<file path="config.mk">
export PLATFORM = sky130hd
export DESIGN_NAME = cobs_crc_frame_receiver
export DESIGN_NICKNAME = d
export VERILOG_FILES = /design/src/rtl/ccfr_pkg.sv /design/src/rtl/ccfr_front.sv /design/src/rtl/ccfr_queue.sv /design/src/rtl/ccfr_back.sv /design/src/rtl/cobs_crc_frame_receiver.sv
export SDC_FILE = /design/constraint.sdc
export NUM_CORES = 2
export LEC_CHECK = 0
export ABC_CLOCK_PERIOD_IN_PS = 13400
export BUFFER_PORTS_ARGS = -buffer_cell sky130_fd_sc_hd__buf_4
export CAP_MARGIN = 15
export CORE_MARGIN = 2
export CORE_UTILIZATION = 25
export CTS_CLUSTER_DIAMETER = 60
export DETAILED_ROUTE_END_ITERATION = 6
export PLACE_DENSITY_LB_ADDON = 0.25
export SLEW_MARGIN = 20
export SYNTH_ARGS = -nofsm -noshare
export SYNTH_HDL_FRONTEND = slang
export SYNTH_HIERARCHICAL = 1
export SYNTH_SLANG_ARGS = --single-unit
</file>
<file path="constraint.sdc">
create_clock -name clk_i -period 13.4 [get_ports clk_i]
set_clock_uncertainty 0.05 [all_clocks]
set_input_delay 0.67 -clock clk_i [delete_from_list [all_inputs] [get_ports clk_i]]
set_output_delay 0.67 -clock clk_i [all_outputs]
set_load 0.1 [all_outputs]
</file>
<file path="src/rtl/ccfr_pkg.sv">
// ccfr_pkg: shared types and constants for the cobs crc frame receiver
// no dependencies
`default_nettype none
package ccfr_pkg;
  localparam logic [15:0] CrcInit = 16'hFFFF;
  localparam logic [15:0] CrcPoly = 16'h1021;
  localparam int unsigned MinFrame = 6;

  typedef enum logic [2:0] {
    ST_OK        = 3'd0,
    ST_EMPTY     = 3'd1,
    ST_MALFORMED = 3'd2,
    ST_SHORT     = 3'd3,
    ST_LENGTH    = 3'd4,
    ST_CRC       = 3'd5
  } status_e;

  typedef enum logic {
    ACT_FEED = 1'b0,
    ACT_READ = 1'b1
  } action_e;

  typedef enum logic {
    KIND_REPORT = 1'b0,
    KIND_READ   = 1'b1
  } kind_e;

  typedef struct packed {
    logic       action;
    logic [7:0] rx_byte;
    logic [7:0] read_index;
  } in_t;

  typedef struct packed {
    logic       kind;
    logic [2:0] status;
    logic [7:0] frame_type;
    logic [7:0] frame_seq;
    logic [7:0] payload_length;
    logic [7:0] data_byte;
  } out_t;

  // queued work from front to back
  typedef struct packed {
    logic       is_read;
    logic       is_delim;
    logic       push;
    logic [7:0] byte_v;
    logic [7:0] read_index;
  } cmd_t;

  function automatic logic [15:0] crc_byte(input logic [15:0] crc, input logic [7:0] b);
    logic [15:0] c;
    c = crc ^ {b, 8'h00};
    for (int i = 0; i < 8; i++) begin
      c = c[15] ? ({c[14:0], 1'b0} ^ CrcPoly) : {c[14:0], 1'b0};
    end
    return c;
  endfunction
endpackage
`default_nettype wire

</file>
<file path="src/rtl/ccfr_front.sv">
// ccfr_front: cobs group tracking and coded byte counting
// depends on ccfr_pkg
`default_nettype none
module ccfr_front #(
  parameter int unsigned CODED_DEPTH = 260
) (
  input  wire logic          clk_i,
  input  wire logic          rst_ni,
  input  wire logic          in_valid_i,
  output logic               in_ready_o,
  input  wire ccfr_pkg::in_t in_data_i,
  output logic               cmd_valid_o,
  input  wire logic          cmd_ready_i,
  output ccfr_pkg::cmd_t     cmd_o
);
  import ccfr_pkg::*;
  localparam int unsigned CW = $clog2(CODED_DEPTH + 1);

  logic [CW-1:0] coded_q, coded_d;
  logic          ovr_q, ovr_d;
  logic [7:0]    left_q, left_d;
  logic          full_q, full_d;
  logic          fire, pushit;

  assign in_ready_o  = cmd_ready_i;
  assign cmd_valid_o = in_valid_i;
  assign fire = in_valid_i && cmd_ready_i;

  always_comb begin
    coded_d = coded_q;
    ovr_d   = ovr_q;
    left_d  = left_q;
    full_d  = full_q;
    pushit  = 1'b0;
    cmd_o.is_read    = (in_data_i.action == ACT_READ);
    cmd_o.is_delim   = (in_data_i.action == ACT_FEED) && (in_data_i.rx_byte == 8'h00);
    cmd_o.byte_v     = in_data_i.rx_byte;
    cmd_o.read_index = in_data_i.read_index;
    if (in_data_i.action == ACT_FEED) begin
      if (in_data_i.rx_byte == 8'h00) begin
        // report ends frame; empty or coded-overflow frame and unfinished group flagged via byte_v
        coded_d = '0;
        ovr_d   = 1'b0;
        left_d  = '0;
        full_d  = 1'b0;
        cmd_o.byte_v = {6'd0, (left_q != 8'd0), (ovr_q || coded_q == '0)};
      end else if (coded_q < CW'(CODED_DEPTH)) begin
        coded_d = coded_q + 1'b1;
        if (!ovr_q) begin
          if (left_q == 8'd0) begin
            pushit = (coded_q != '0) && !full_q;
            cmd_o.byte_v = 8'h00;
            left_d = in_data_i.rx_byte - 8'd1;
            full_d = (in_data_i.rx_byte == 8'hFF);
          end else begin
            pushit = 1'b1;
            left_d = left_q - 8'd1;
          end
        end
      end else begin
        ovr_d = 1'b1;
      end
    end
    cmd_o.push = pushit;
  end

  always_ff @(posedge clk_i or negedge rst_ni) begin
    if (!rst_ni) begin
      coded_q <= '0;
      ovr_q   <= 1'b0;
      left_q  <= '0;
      full_q  <= 1'b0;
    end else if (fire) begin
      coded_q <= coded_d;
      ovr_q   <= ovr_d;
      left_q  <= left_d;
      full_q  <= full_d;
    end
  end
endmodule
`default_nettype wire

</file>
<file path="src/rtl/ccfr_queue.sv">
// ccfr_queue: two-entry command queue between front and back
// depends on ccfr_pkg
`default_nettype none
module ccfr_queue (
  input  wire logic           clk_i,
  input  wire logic           rst_ni,
  input  wire logic           wr_valid_i,
  output logic                wr_ready_o,
  input  wire ccfr_pkg::cmd_t wr_data_i,
  output logic                rd_valid_o,
  input  wire logic           rd_ready_i,
  output ccfr_pkg::cmd_t      rd_data_o
);
  import ccfr_pkg::*;
  cmd_t       mem_q [2];
  logic       wp_q, rp_q;
  logic [1:0] cnt_q;
  logic       wr, rd;

  assign wr_ready_o = (cnt_q != 2'd2);
  assign rd_valid_o = (cnt_q != 2'd0);
  assign rd_data_o  = mem_q[rp_q];
  assign wr = wr_valid_i && wr_ready_o;
  assign rd = rd_valid_o && rd_ready_i;

  always_ff @(posedge clk_i) begin
    if (wr) mem_q[wp_q] <= wr_data_i;
  end

  always_ff @(posedge clk_i or negedge rst_ni) begin
    if (!rst_ni) begin
      wp_q  <= 1'b0;
      rp_q  <= 1'b0;
      cnt_q <= '0;
    end else begin
      if (wr) wp_q <= ~wp_q;
      if (rd) rp_q <= ~rp_q;
      cnt_q <= cnt_q + {1'b0, wr} - {1'b0, rd};
    end
  end
endmodule
`default_nettype wire

</file>
<file path="src/rtl/ccfr_back.sv">
// ccfr_back: payload store, crc delay line and frame report
// depends on ccfr_pkg
`default_nettype none
module ccfr_back #(
  parameter int unsigned RAW_DEPTH = 256
) (
  input  wire logic           clk_i,
  input  wire logic           rst_ni,
  input  wire logic           cmd_valid_i,
  output logic                cmd_ready_o,
  input  wire ccfr_pkg::cmd_t cmd_i,
  output logic                out_valid_o,
  input  wire logic           out_ready_i,
  output ccfr_pkg::out_t      out_data_o
);
  import ccfr_pkg::*;
  localparam int unsigned AW = (RAW_DEPTH > 256) ? $clog2(RAW_DEPTH) : 8;
  localparam int unsigned SW = $clog2(RAW_DEPTH);
  localparam int unsigned DW = $clog2(RAW_DEPTH + 1);

  logic [7:0]    store_q [RAW_DEPTH];
  logic [DW-1:0] dcnt_q;
  logic          mal_q;
  logic [15:0]   crc_q, dly_q;
  logic [7:0]    hdr_q [4];
  logic          ov_q;
  out_t          out_q, out_d;
  logic [7:0]    rdat_q;
  logic          rsel_q, rok_q;
  logic          fire, wr_ok;
  logic [15:0]   len;
  logic [2:0]    st;
  logic [AW-1:0] ridx;

  // output register: issue when empty or being drained
  assign cmd_ready_o = !ov_q || out_ready_i;
  assign fire  = cmd_valid_i && cmd_ready_o;
  assign wr_ok = cmd_i.push && !mal_q && (dcnt_q < DW'(RAW_DEPTH));
  assign len   = {hdr_q[3], hdr_q[2]};
  assign ridx  = AW'(cmd_i.read_index);

  always_comb begin
    if (cmd_i.byte_v[0])                   st = ST_EMPTY;
    else if (mal_q || cmd_i.byte_v[1])     st = ST_MALFORMED;
    else if (dcnt_q < DW'(MinFrame))       st = ST_SHORT;
    else if (32'(dcnt_q) != 32'(len) + 32'(MinFrame)) st = ST_LENGTH;
    else if ({dly_q[7:0], dly_q[15:8]} != crc_q) st = ST_CRC;
    else                                   st = ST_OK;
  end

  always_comb begin
    out_d = '0;
    if (cmd_i.is_read) out_d.kind = KIND_READ;
    else begin
      out_d.kind   = KIND_REPORT;
      out_d.status = st;
      if (st == ST_OK || st == ST_LENGTH || st == ST_CRC) begin
        out_d.frame_type     = hdr_q[0];
        out_d.frame_seq      = hdr_q[1];
        out_d.payload_length = (len > 16'd255) ? 8'hFF : len[7:0];
      end
    end
  end

  always_ff @(posedge clk_i) begin
    if (fire && wr_ok) store_q[dcnt_q[SW-1:0]] <= cmd_i.byte_v;
    if (fire && cmd_i.is_read) begin
      rdat_q <= store_q[ridx[SW-1:0]];
      rok_q  <= (32'(ridx) < 32'(RAW_DEPTH));
    end
    if (fire && wr_ok && dcnt_q < DW'(4)) hdr_q[dcnt_q[1:0]] <= cmd_i.byte_v;
    if (fire) begin
      out_q  <= out_d;
      rsel_q <= cmd_i.is_read;
    end
  end

  always_comb begin
    out_data_o = out_q;
    if (rsel_q) out_data_o.data_byte = rok_q ? rdat_q : 8'h00;
  end
  assign out_valid_o = ov_q;

  always_ff @(posedge clk_i or negedge rst_ni) begin
    if (!rst_ni) begin
      ov_q   <= 1'b0;
      dcnt_q <= '0;
      mal_q  <= 1'b0;
      crc_q  <= CrcInit;
      dly_q  <= '0;
    end else begin
      if (fire) ov_q <= cmd_i.is_read || cmd_i.is_delim;
      else if (out_ready_i) ov_q <= 1'b0;
      if (fire && cmd_i.is_delim) begin
        dcnt_q <= '0;
        mal_q  <= 1'b0;
        crc_q  <= CrcInit;
        dly_q  <= '0;
      end else if (fire && cmd_i.push && !mal_q) begin
        if (wr_ok) begin
          if (dcnt_q >= DW'(2)) crc_q <= crc_byte(crc_q, dly_q[15:8]);
          dly_q  <= {dly_q[7:0], cmd_i.byte_v};
          dcnt_q <= dcnt_q + 1'b1;
        end else begin
          mal_q <= 1'b1;
        end
      end
    end
  end
endmodule
`default_nettype wire

</file>
<file path="src/rtl/cobs_crc_frame_receiver.sv">
// cobs_crc_frame_receiver: top level, front classifier, queue and back end
// depends on ccfr_pkg, ccfr_front, ccfr_queue, ccfr_back
// throughput one transaction per cycle while the output is not stalled; a result passes
// through the queue and the output register; the crc update is one byte per cycle while bytes flow
// reset clears control state and frame counters; the payload store, header bytes and output register are not cleared
`default_nettype none
module cobs_crc_frame_receiver #(
  parameter int unsigned RAW_DEPTH   = 256,
  parameter int unsigned CODED_DEPTH = 260
) (
  input  wire logic           clk_i,
  input  wire logic           rst_ni,
  input  wire logic           in_valid_i,
  output logic                in_ready_o,
  input  wire ccfr_pkg::in_t  in_data_i,
  output logic                out_valid_o,
  input  wire logic           out_ready_i,
  output ccfr_pkg::out_t      out_data_o
);
  import ccfr_pkg::*;
  // front to queue
  logic fq_valid, fq_ready;
  cmd_t fq_cmd;
  // queue to back
  logic qb_valid, qb_ready;
  cmd_t qb_cmd;

  // front tracks cobs groups and the coded byte limit
  ccfr_front #(.CODED_DEPTH(CODED_DEPTH)) u_front (
    .clk_i, .rst_ni, .in_valid_i, .in_ready_o, .in_data_i,
    .cmd_valid_o(fq_valid), .cmd_ready_i(fq_ready), .cmd_o(fq_cmd)
  );

  // short queue decouples classification from store access
  ccfr_queue u_queue (
    .clk_i, .rst_ni,
    .wr_valid_i(fq_valid), .wr_ready_o(fq_ready), .wr_data_i(fq_cmd),
    .rd_valid_o(qb_valid), .rd_ready_i(qb_ready), .rd_data_o(qb_cmd)
  );

  // back end writes decoded bytes, runs the crc, forms reports and answers reads
  ccfr_back #(.RAW_DEPTH(RAW_DEPTH)) u_back (
    .clk_i, .rst_ni,
    .cmd_valid_i(qb_valid), .cmd_ready_o(qb_ready), .cmd_i(qb_cmd),
    .out_valid_o, .out_ready_i, .out_data_o
  );
endmodule
`default_nettype wire

</file>
==> impl_metrics.ini <==
[clock_tree]
clk_pin_slew_ps = 60
numCtsBuffers = 237
clockBufferDepth = 4
clk_latency_ps = 920
cts_setup_buffers = 0
root_buffer = clkbuf_16
cts_tree = built
cts_sinks = 2220
h-tree-depth = 4
cts_hold_buf = 12
ctsResizeCount = 0

[floorplanning]
ios = 59
core_um2 = 346000
placementRows = 216
die_area_um2 = 353000
initial_core_util_pct = 25.1
die_h_um = 594
die_w_um = 594

[status]
status = finished, final reports clean

[global_route]
grt_overflow_total = 0
grt_pass1_vias = 44400
track_usage_pct = 13.6
antenna_found_initial = 14
grt_max_degree = 130
grt_first_pass_wirelength_um = 346000

[sta]
slew_headroom_pct = 10.2
fin_crit_sh_pct = 45.6
whs_ps = 93.3
maxSlewViolCount = 0
setup_tns_ps = 0
fmax_mhz = 164
final-hold-violation-count = 0
worstMarginPinSlew_ps = 1330
setup_violations = 0
grt_setup_unrepaired = no
fin_crit_ps = 6110

[critical_path]
crit_fanout = 64
ff2ff_setup_slack_ps = 7290
path_class = flop to flop
ff2ff_path_depth = 11
end_kind = flop
crit_start = u_queue/rp_q
cp.arrival_ps = 6630
required_ps = 13920
rr_startpoint = u_queue/rp_q
worst_setup_path_start_kind = flop
rr_endpoint = u_back/rdat_q[2]

[finish]
area_growth_pct = 15.0
final_cell_mix = edfxtp_1 (2154), mux4_2 (503), nor2_1 (311), clkbuf_16 (239), buf_4 (147)
fin_nets = 4441
final_common_cell = edfxtp_1
drive_gt1_share_pct = 23.2
nFillCells = 33800

[synthesis]
synth-xor-area-share_pct = 0.604
ys_seq_area_share_pct = 76.3
synth-adder-area-share_pct = 0.144
yosys-mux-area-fraction_pct = 14.2
synth-edff-count = 2154
ys_ff_latch = 2220
avgSynthCellArea_um2 = 20.4
yosysWarnings = 6
synth_cells = 4255
yosys.area_share.simple_pct = 3.52
synth_compound_area_share_pct = 3.49
syn-cell-area_um2 = 87000
yosysUniqueCellTypes = 83
synth_nets = 4286
synth_top_family_by_area = multiplexers
synth_flop_cell = edfxtp_1
ys_async_sr_fraction_pct = 2.97

[routing]
first_pass_iters = 6
wl_per_cell_um = 26.7
vias_per_cell = 4.71
routed_wl_um = 245000
ant_nets = 0
route.detailed.drc = 0
via_count = 43200
drt_iter0_markers = 3972

[power]
leakage_nw = 30.4
p_per_area_nw_per_um2 = 213
ir_drop_mv = 0.146

[worst_hold_path]
min-delay-path-class = input port to flop
hold_depth = 3
hold_path_end = u_front/left_q[3]
hp-start = in_data_i[11]

[placement]
io_buffers = 58
hpwl_um = 147000
gp_congestion = 0.761

[run]
cap_violations = 0
-- synth_stat cells, drive strengths merged (5+ instances only) --
| master | count | area [um2] |
|---|---|---|
| a22o | 41 | 359 |
| and2 | 40 | 253 |
| or2 | 10 | 62.6 |
| nand2b | 12 | 75.1 |
| xnor2 | 44 | 385 |
| o22ai | 63 | 394 |
| dfrtp | 50 | 1250 |
| a211oi | 11 | 82.6 |
| o31ai | 5 | 37.5 |
| nand3 | 15 | 75.1 |
| dfstp | 16 | 420 |
| xor2 | 16 | 140 |
| clkbuf | 100 | 377 |
| a21oi | 71 | 359 |
| nor3 | 48 | 250 |
| mux2 | 30 | 342 |
| or3 | 17 | 106 |
| mux2i | 70 | 701 |
| nor4 | 20 | 131 |
| nand2 | 134 | 503 |
| o221ai | 5 | 43.8 |
| mux4 | 503 | 11300 |
| nor2 | 318 | 1200 |
| o21ai | 47 | 239 |
| a22oi | 66 | 495 |
| inv | 14 | 52.6 |
| o21a | 9 | 67.6 |
| nor2b | 22 | 138 |
| nand4 | 16 | 100 |
| ha | 10 | 125 |
| a221oi | 45 | 432 |
| edfxtp | 2154 | 64700 |
| o211ai | 24 | 180 |
| buf | 148 | 1090 |
-- area by class of cell --
type / instances / area, um2 / area share [%]
Antenna cell: 2 / 5.00 / 0.00500
Clock buffer: 294 / 6190 / 6.18
Clock inverter: 125 / 1030 / 1.03
Inverter: 15 / 56.3 / 0.0563
Multi-Input combinational cell: 1772 / 19400 / 19.4
Sequential cell: 2220 / 66400 / 66.3
Tap cell: 4578 / 5730 / 5.72
Timing Repair Buffer: 164 / 1330 / 1.33
-- where the power goes --
| part | internal, mW | switching (mW) | total [mW] |
|---|---|---|---|
| Combinational | 1.97 | 4.32 | 6.29 |
| Clock | 3.53 | 2.71 | 6.23 |
| Sequential | 8.70 | 0.137 | 8.84 |
-- state kept, by name (all words and copies together) (netlist names), 2 cells and up --
register and cells:
u_queue/cnt_q 2, u_back/crc_q 16, u_back/dly_q 16, u_back/dcnt_q 9
u_back/rdat_q 8, u_back/hdr_q 32, u_back/out_data_o 28, u_front/left_q 8
u_queue/mem_q 38, u_back/store_q 2048, u_front/coded_q 9
-- how the worst max path moves through the flow --
stage,endpoint,cells after the start
final,u_back/rdat_q[2],11
after global routing,u_back/rdat_q[2],11
after CTS,u_back/rdat_q[2],11
after detailed placement,u_back/rdat_q[2],11
after global placement,u_back/rdat_q[2],11
after floorplan,u_back/out_data_o[22],7
-- worst max-delay path, cell delays in order, from the launching register on --
cell	delay, ps
dfrtp_1	660
buf_4	360
mux2_8	570
buf_4	750
buf_4	690
buf_4	720
mux4_2	410
mux4_2	560
o221ai_1	250
a21oi_1	80
nor3_1	320
nor4_1	100
-- cell families (layout without fill, tap and decap cells) --
logic type | Yosys count | after routing
compound gates | 427 | 427
xor+xnor | 60 | 60
fa+ha+maj | 10 | 10
buf+inv | 263 | 598
flops | 2220 | 2220
mux | 603 | 603
other cells | 0 | 2
simple gates | 672 | 672
-- through the flow --
stage	instance area [um2]	util, %	total power [mW]	setup slack (ps)	instances
floorplan	87000	-	13.1	8260	4255
global placement	92700	26.8	15.3	7180	8736
detailed placement	92700	26.8	15.4	7130	8736
CTS	100000	28.9	21.7	7080	9167
global route	100000	28.9	22.2	6930	9169
finish	100000	28.9	21.4	7290	9170
-- layer usage --
| metal | wire length, um | track usage, % | up-vias |
|---|---|---|---|
| li1 | - | - | 17900 |
| met1 | 107000 | 18.6 | 23700 |
| met2 | 119000 | 22.4 | 1235 |
| met3 | 13700 | 2.23 | 300 |
| met4 | 5210 | 3.30 | 0 |
| met5 | 0 | 0 | - |
Power figures use the tool's default switching activity.
